$ cat config.mk
export PLATFORM = sky130hd
export DESIGN_NAME = dapvh_axis
export DESIGN_NICKNAME = d
export VERILOG_FILES = /design/src/rtl/assert_macros.svh /design/src/rtl/dapvh_pkg.sv /design/src/rtl/dapvh_axis.sv
export SDC_FILE = /design/constraint.sdc
export NUM_CORES = 1
export LEC_CHECK = 0
export ABC_AREA = 1
export BUFFER_PORTS_ARGS = -buffer_cell sky130_fd_sc_hd__buf_2
export CORE_MARGIN = 3
export CORE_UTILIZATION = 34
export DETAILED_ROUTE_END_ITERATION = 16
export MAX_ROUTING_LAYER = met4
export REMOVE_ABC_BUFFERS = 1
export SLEW_MARGIN = 20
export SYNTH_ARGS = -nofsm -noshare
export SYNTH_HDL_FRONTEND = slang
export SYNTH_SLANG_ARGS = --single-unit
export TNS_END_PERCENT = 1
$ cat constraint.sdc
create_clock -name clk_i -period 15.6 [get_ports clk_i]
set_clock_uncertainty 0.05 [all_clocks]
set_input_delay 3.9 -clock clk_i [delete_from_list [all_inputs] [get_ports clk_i]]
set_output_delay 3.9 -clock clk_i [all_outputs]
set_load 0.01 [all_outputs]
$ cat src/rtl/assert_macros.svh
// assertion macros for the velocity hold block
`ifndef ASSERT_MACROS_SVH
`define ASSERT_MACROS_SVH

// concurrent check, clocked on clk_i and off while rst_ni is low
`define DAPVH_ASSERT(lbl, prop, msg) \
  lbl: assert property (@(posedge clk_i) disable iff (!rst_ni) (prop)) else $error(msg);

// concurrent check that also holds during reset
`define DAPVH_ASSERT_ALWAYS(lbl, prop, msg) \
  lbl: assert property (@(posedge clk_i) (prop)) else $error(msg);

`endif

$ cat src/rtl/dapvh_pkg.sv
// shared types and constants of the dual axis pi velocity hold
package dapvh_pkg;

  localparam int CMD_LIMIT = 1500;

  localparam logic signed [11:0] CMD_MAX = 12'(CMD_LIMIT);
  localparam logic signed [11:0] CMD_MIN = -12'(CMD_LIMIT);

  localparam logic [15:0] P_GAIN_RST = 16'd500;
  localparam logic [15:0] I_GAIN_RST = 16'd10;

  typedef enum logic [2:0] {
    REG_FLOW_MODE    = 3'd0,
    REG_TARGET_VEL_X = 3'd1,
    REG_TARGET_VEL_Y = 3'd2,
    REG_ROLL_P_GAIN  = 3'd3,
    REG_ROLL_I_GAIN  = 3'd4,
    REG_PITCH_P_GAIN = 3'd5,
    REG_PITCH_I_GAIN = 3'd6
  } cfg_reg_e;

  typedef struct packed {
    logic               flow_mode;
    logic signed [15:0] target_vel_x;
    logic signed [15:0] target_vel_y;
    logic [15:0]        roll_p_gain;
    logic [15:0]        roll_i_gain;
    logic [15:0]        pitch_p_gain;
    logic [15:0]        pitch_i_gain;
  } cfg_t;

  typedef struct packed {
    logic               req_type;
    logic               module_active;
    logic               flow_valid;
    logic signed [15:0] flow_vel_x;
    logic signed [15:0] flow_vel_y;
    logic signed [15:0] body_vel_x;
    logic signed [15:0] body_vel_y;
    logic signed [15:0] heading_now;
  } in_item_t;

  typedef struct packed {
    logic               step;
    logic               clear;
    logic signed [32:0] p_x;
    logic signed [32:0] i_x;
    logic signed [32:0] p_y;
    logic signed [32:0] i_y;
    logic signed [15:0] heading;
  } prod_t;

endpackage

$ cat src/rtl/dapvh_axis.sv
// one axis: saturating integrator with clamp hold, scaling and command clamp
module dapvh_axis (
  input  logic               clk_i,
  input  logic               rst_ni,
  input  logic               upd_i,
  input  logic               clr_i,
  input  logic               negate_i,
  input  logic signed [32:0] p_term_i,
  input  logic signed [32:0] i_term_i,
  output logic signed [11:0] cmd_o,
  output logic               hit_o
);

  localparam logic signed [47:0] IntegMax = {1'b0, {47{1'b1}}};
  localparam logic signed [47:0] IntegMin = {1'b1, {47{1'b0}}};
  localparam logic signed [41:0] LimPos   = 42'(dapvh_pkg::CMD_LIMIT);
  localparam logic signed [41:0] LimNeg   = -42'(dapvh_pkg::CMD_LIMIT);

  logic signed [47:0] integ_q, integ_d, integ_next;
  logic               hold_q, hold_d;
  logic signed [32:0] delta;
  logic signed [48:0] acc;
  logic signed [48:0] sum;
  logic signed [49:0] val;
  logic signed [41:0] quo;
  logic signed [41:0] clamped;

  assign delta = hold_q ? '0 : i_term_i;
  assign acc   = {integ_q[47], integ_q} + {{16{delta[32]}}, delta};

  always_comb begin
    if (acc[48] != acc[47]) begin
      integ_next = acc[48] ? IntegMin : IntegMax;
    end else begin
      integ_next = acc[47:0];
    end
  end

  assign sum = {integ_next[47], integ_next} + {{16{p_term_i[32]}}, p_term_i};
  assign val = negate_i ? -{sum[48], sum} : {sum[48], sum};
  // divide by 256 rounding toward zero
  assign quo = val[49:8] + 42'(val[49] && (val[7:0] != 8'd0));

  always_comb begin
    if (quo > LimPos) begin
      clamped = LimPos;
      hit_o   = 1'b1;
    end else if (quo < LimNeg) begin
      clamped = LimNeg;
      hit_o   = 1'b1;
    end else begin
      clamped = quo;
      hit_o   = 1'b0;
    end
  end

  assign cmd_o = clamped[11:0];

  always_comb begin
    integ_d = integ_q;
    hold_d  = hold_q;
    if (clr_i) begin
      integ_d = '0;
    end else if (upd_i) begin
      integ_d = integ_next;
      hold_d  = hit_o;
    end
  end

  always_ff @(posedge clk_i or negedge rst_ni) begin
    if (!rst_ni) begin
      integ_q <= '0;
      hold_q  <= 1'b0;
    end else begin
      integ_q <= integ_d;
      hold_q  <= hold_d;
    end
  end

endmodule

==> run_results.csv, run 1 <==
group,metric,value,unit
cts,htreeDepth,2,
critical_path,crit_path_top_delay_cell,"ha_1",
drt,num_vias,18300,
synthesis,synthesis.area,0.0134,mm2
global_routing,grt_usage,0.250,
floorplanning,dieArea,0.0420,mm2
place,pre_cts_slack,-996,ps
timing,slew_violations,0,
timing,slew_headroom,0.525,
cts,hold_buffers,0,
timing,worst_slew_pin_slew,713,ps
global_routing,grt_max_degree,62,
drt,drc,0,
synthesis,yosys-top-cells-count,"nand2_1, inv_1, nor2_1",
floorplanning,die_x,205,um
global_routing,grt_pass1_vias,17000,
synthesis,async_flop_share,1.00,
critical_path,r2r_start,"hold_q$_DFFE_PN0P_",
cts,worstSkewPairLatency,330,ps
drt,drtPass1Iterations,5,
critical_path,crit_end,"cmd_o[8]",
critical_path,cp-start-kind,"input port",
synthesis,ys_types,53,
critical_path,end_kind,"primary output",
drt,drt_iter0_drc,1150,
cts,clk_pin_slew_worst_paths,70,ps
timing,timing.final.crit_share,1.03,
floorplanning,fp-row-count,72,
job,cap_viol_max_count,0,
cts,cts_buffer_depth,2,
synthesis,yosysSeqAreaShare,0.0912,
synthesis,syn_avg_cell_area,5.16,um2
timing,setup-violations-final,12,
timing,fmax,0.0621,GHz
outcome,violations,"negative setup slack",
place,io_buffers,83,
synthesis,synth_top_area_frac,0.268,
layout,area_growth_syn_to_layout,52.1,%
min_path,hold_class,"reg -> reg",
timing,period_needed,16090,ps
synthesis,synth_most_common_cell,"nand2_1",
drt,wl,54800,um
layout,final_nets,3331,
timing,rsz0062_at_grt,"yes",
drt,postRouteAntennaNets,0,
critical_path,cp.required,11650,ps
critical_path,crit_type,"in -> out",
synthesis,synth_area_leader_cell,"nand2_1",
cts,cts_inserted_buffers,5,
drt,wire_per_inst,14.8,um
critical_path,crit_start,"i_term_i[2]",
outcome,outcome,"finished with violations",
timing,layout_setup_ws,-491,ps
place,dp_hpwl,44700,um
synthesis,ys_ff_latch,49,
floorplanning,die_y,205,um
cts,cts_root_buf,"clkbuf_16",
global_routing,grt_pass1_wl,83600,um
synthesis,ys.flop_type,"dfrtp_1",
synthesis,synth_edf_count,0,
cts,cts_sinks,49,
critical_path,cp_max_fo,10,
floorplanning,core_area,0.0388,mm2
synthesis,syn-instance-count,2608,
global_routing,antenna_found_initial,0,
synthesis,synthTopCellsByArea,"nand2_1, inv_1, dfrtp_1, nor2_1, ha_1",
layout,drive_above_1_share,0.335,
critical_path,regToRegSetupSlack,6640,ps
floorplanning,start_util,0.346,
synthesis,ys_warn_count,0,
floorplanning,io_pins,84,
critical_path,cp.arrival,12140,ps
place,gp_congestion,0.982,
cts,cts_tree,"done",
critical_path,rr_worst_depth,64,
drt,via_per_inst,4.95,
timing,hold_viol,0,
critical_path,r2r-end,"hold_q$_DFFE_PN0P_",
critical_path,slowest_delay,370,ps
global_routing,grt_overflow,0,
critical_path,worst_path_most_repeated_cell,"nand2_1",
## cell type report
class / instances / area (um2)
Fill cell: 3874 / 18400
Multi-Input combinational cell: 2093 / 12400
Timing Repair Buffer: 588 / 4410
Inverter: 434 / 1640
Sequential cell: 49 / 1230
Tap cell: 518 / 648
Clock buffer: 6 / 139
Clock inverter: 2 / 13.8
Antenna cell: 1 / 2.50
## state kept, by name, summed over array words and instances (netlist names)
| name | flops |
|---|---|
| integ_q | 48 |
| hold_q | 1 |
## through the flow
step / hold slack [ps] / util / TNS [ps] / cells / area [um2]
after global placement: 432 / 0.462 / -10290 / 3640 / 17900
after floorplan: 409 / - / -3490 / 2574 / 13300
after CTS: 459 / 0.473 / -4390 / 3654 / 18300
after global routing: 486 / 0.527 / -11230 / 3690 / 20500
after detailed placement: 437 / 0.462 / -11760 / 3640 / 17900
final: 457 / 0.527 / -5460 / 3691 / 20500
## worst min path at each step
stage,start,to,slack [ps],depth (start not counted)
floorplan,integ_q[0]$_DFFE_PN0P_,integ_q[0]$_DFFE_PN0P_,410,2
global placement,integ_q[47]$_DFFE_PN0P_,integ_q[47]$_DFFE_PN0P_,430,2
detailed placement,integ_q[0]$_DFFE_PN0P_,integ_q[0]$_DFFE_PN0P_,440,2
CTS,integ_q[0]$_DFFE_PN0P_,integ_q[0]$_DFFE_PN0P_,460,2
global route,integ_q[46]$_DFFE_PN0P_,integ_q[46]$_DFFE_PN0P_,490,2
finish,integ_q[31]$_DFFE_PN0P_,integ_q[31]$_DFFE_PN0P_,460,2
## placed cells by master, fill, tap and decap left out, types with 40 or more instances in the layout
cell	count
nand3_1	172
o21ai_0	72
nand2_1	857
inv_1	400
dfrtp_1	49
nand2_2	144
nor2_1	253
ha_1	44
ha_4	40
nor2_2	57
a21oi_1	68
nor2_4	41
nand4_1	61
buf_2	83
buf_4	488
## metal layers
| layer | vias up | global-route usage | wire length (um) |
|---|---|---|---|
| met3 | 71 | 0.0124 | 2570 |
| met4 | 0 | 0.0596 | 1340 |
| met1 | 8353 | 0.343 | 25500 |
| met5 | - | - | 0 |
| met2 | 470 | 0.407 | 25400 |
| li1 | 9391 | - | - |
## cell families (layout without fill, tap and decap cells)
kind of cell	after synthesis	after routing	synth area share
other cells	0	1	0
flops	49	49	0.0912
compound gates	305	305	0.136
simple gates	1670	1672	0.540
fa+ha+maj	89	89	0.0839
buf+inv	468	1030	0.131
xor+xnor	27	27	0.0181
## what timing repair did
item,in CTS,in global routing
setup endpoints to repair,13,13
cloned,1,6
pin swaps,11,83
gates resized for setup,64,374
buffers inserted,5,30
## critical path: cells and delay by family
kind / cells / cell delay [ps]
buf+inv: 13 / 1430
fa+ha+maj: 5 / 1290
compound gates: 10 / 1510
simple gates: 36 / 3850
xor+xnor: 1 / 140
Power of run 1 is left out: the tool's default activity adds up to more than one toggle a clock period on the data nets, which glitch-free logic cannot reach.
==> run 2: changes to the inputs <==
Settings changed: BUFFER_PORTS_ARGS -buffer_cell sky130_fd_sc_hd__buf_2 to not set, DONT_BUFFER_PORTS set to 1.
==> run_results.csv, run 2 (synthesized netlist as in run 1, its figures left out) <==
group,metric,value,unit
cts,hold_buffers,0,
global_routing,grt_usage,0.245,
layout,n_antenna_cell,0,
cts,htreeDepth,2,
critical_path,cp.required,11650,ps
floorplanning,start_util,0.346,
critical_path,cp.arrival,11890,ps
critical_path,r2r_start,"hold_q$_DFFE_PN0P_",
floorplanning,dieArea,0.0420,mm2
place,gp_congestion,0.957,
timing,slew_headroom,0.347,
outcome,outcome,"finished with violations",
layout,seqCellArea,0.00123,mm2
cts,clk_pin_slew_worst_paths,70,ps
critical_path,crit_start,"i_term_i[2]",
job,cap_viol_max_count,0,
layout,reg_top3,"integ_q x48, hold_q x1",
drt,wire_per_inst,14.4,um
critical_path,crit_path_top_delay_cell,"ha_1",
cts,cts_sinks,49,
cts,cts_tree,"done",
drt,num_vias,17600,
floorplanning,die_y,205,um
timing,slew_violations,0,
floorplanning,core_area,0.0388,mm2
drt,drc,0,
layout,final_cell_mix,"nand2_1, buf_4, inv_1",
global_routing,grt_max_degree,74,
min_path,hold_start,"integ_q[7]$_DFFE_PN0P_",
drt,drt_iter0_drc,1181,
global_routing,antenna_found_initial,0,
cts,cts_root_buf,"clkbuf_16",
global_routing,grt_overflow,0,
layout,largest_reg_flops,48,
floorplanning,fp-row-count,72,
critical_path,worst_path_most_repeated_cell,"nand2_1",
critical_path,slowest_delay,370,ps
timing,timing.final.crit_share,1.02,
drt,drtPass1Iterations,6,
global_routing,grt_pass1_wl,81900,um
critical_path,cp_max_fo,13,
critical_path,crit_type,"in -> out",
timing,worst_slew_pin_slew,977,ps
layout,area_growth_syn_to_layout,36.4,%
floorplanning,io_pins,84,
timing,setup_tns,-2270,ps
global_routing,grt_pass1_vias,16500,
layout,drive_above_1_share,0.246,
layout,nFillCells,4098,
place,dp_hpwl,43800,um
layout,multi_input_area,0.0111,mm2
timing,setup-violations-final,12,
layout,top_register,"integ_q",
timing,period_needed,15840,ps
critical_path,cp-start-kind,"input port",
layout,final_nets,3199,
drt,postRouteAntennaNets,0,
drt,wl,51100,um
timing,layout_setup_ws,-239,ps
critical_path,end_kind,"primary output",
timing,hold_viol,0,
min_path,hold_class,"reg -> reg",
drt,via_per_inst,4.93,
timing,rsz0062_at_grt,"yes",
place,io_buffers,0,
cts,worstSkewPairLatency,310,ps
timing,fmax,0.0631,GHz
cts,cts_inserted_buffers,5,
layout,layout_commonest_cell,"nand2_1",
floorplanning,die_x,205,um
outcome,violations,"negative setup slack",
cts,cts_buffer_depth,2,
[run 2: through the flow]
step	util	hold WS, ps	instances	instance area, um2	setup slack, ps
floorplan	-	409	2574	13300	-355
global placement	0.446	425	3532	17300	-710
detailed placement	0.446	434	3532	17300	-879
CTS	0.457	452	3549	17700	-317
global route	0.473	480	3558	18300	-980
finish	0.473	457	3558	18300	-239
[run 2: area by class of cell]
class	instances	area share
clock inverters	1	0.000273
multi-input cells	2091	0.607
inverters	434	0.0891
clock buffers	7	0.00832
flip-flops and latches	49	0.0668
repair buffers	458	0.193
well taps	518	0.0353
[run 2: what timing repair did]
action | in CTS | in global routing
gates cloned | 0 | 1
endpoints found under the setup margin | 13 | 13
pin swaps | 10 | 25
setup buffers | 9 | 8
resized for setup | 53 | 116
[run 2: final timing paths]
| path | endpoint | slack (ps) | cells after the start |
|---|---|---|---|
| worst max-delay path | hit_o | -240 | 63 |
| worst min-delay path | integ_q[7]$_DFFE_PN0P_ | 460 | 2 |
| worst max register to register | hold_q$_DFFE_PN0P_ | 6680 | 65 |
| worst min register to register | integ_q[7]$_DFFE_PN0P_ | 460 | 2 |
| max in group asynchronous | integ_q[36]$_DFFE_PN0P_ | 12150 | 0 |
| min in group asynchronous | integ_q[5]$_DFFE_PN0P_ | 3230 | 0 |
[run 2: worst max-delay path, delay by kind of cell]
family,cells,cell delay (ps)
buffers and inverters,10,1260
xor gates and xnor gates,1,120
adders and majority gates,5,1430
and+or+nand+nor,39,4020
AOI/OAI and AO/OA,8,1120
[run 2: metal layers]
layer | routed length (um) | track usage | up-vias
met5 | 0 | - | -
met4 | 969 | 0.0488 | 0
met3 | 2750 | 0.0264 | 63
met2 | 23100 | 0.400 | 420
met1 | 24200 | 0.330 | 7953
li1 | - | - | 9120
Power of run 2 is left out for the same reason.
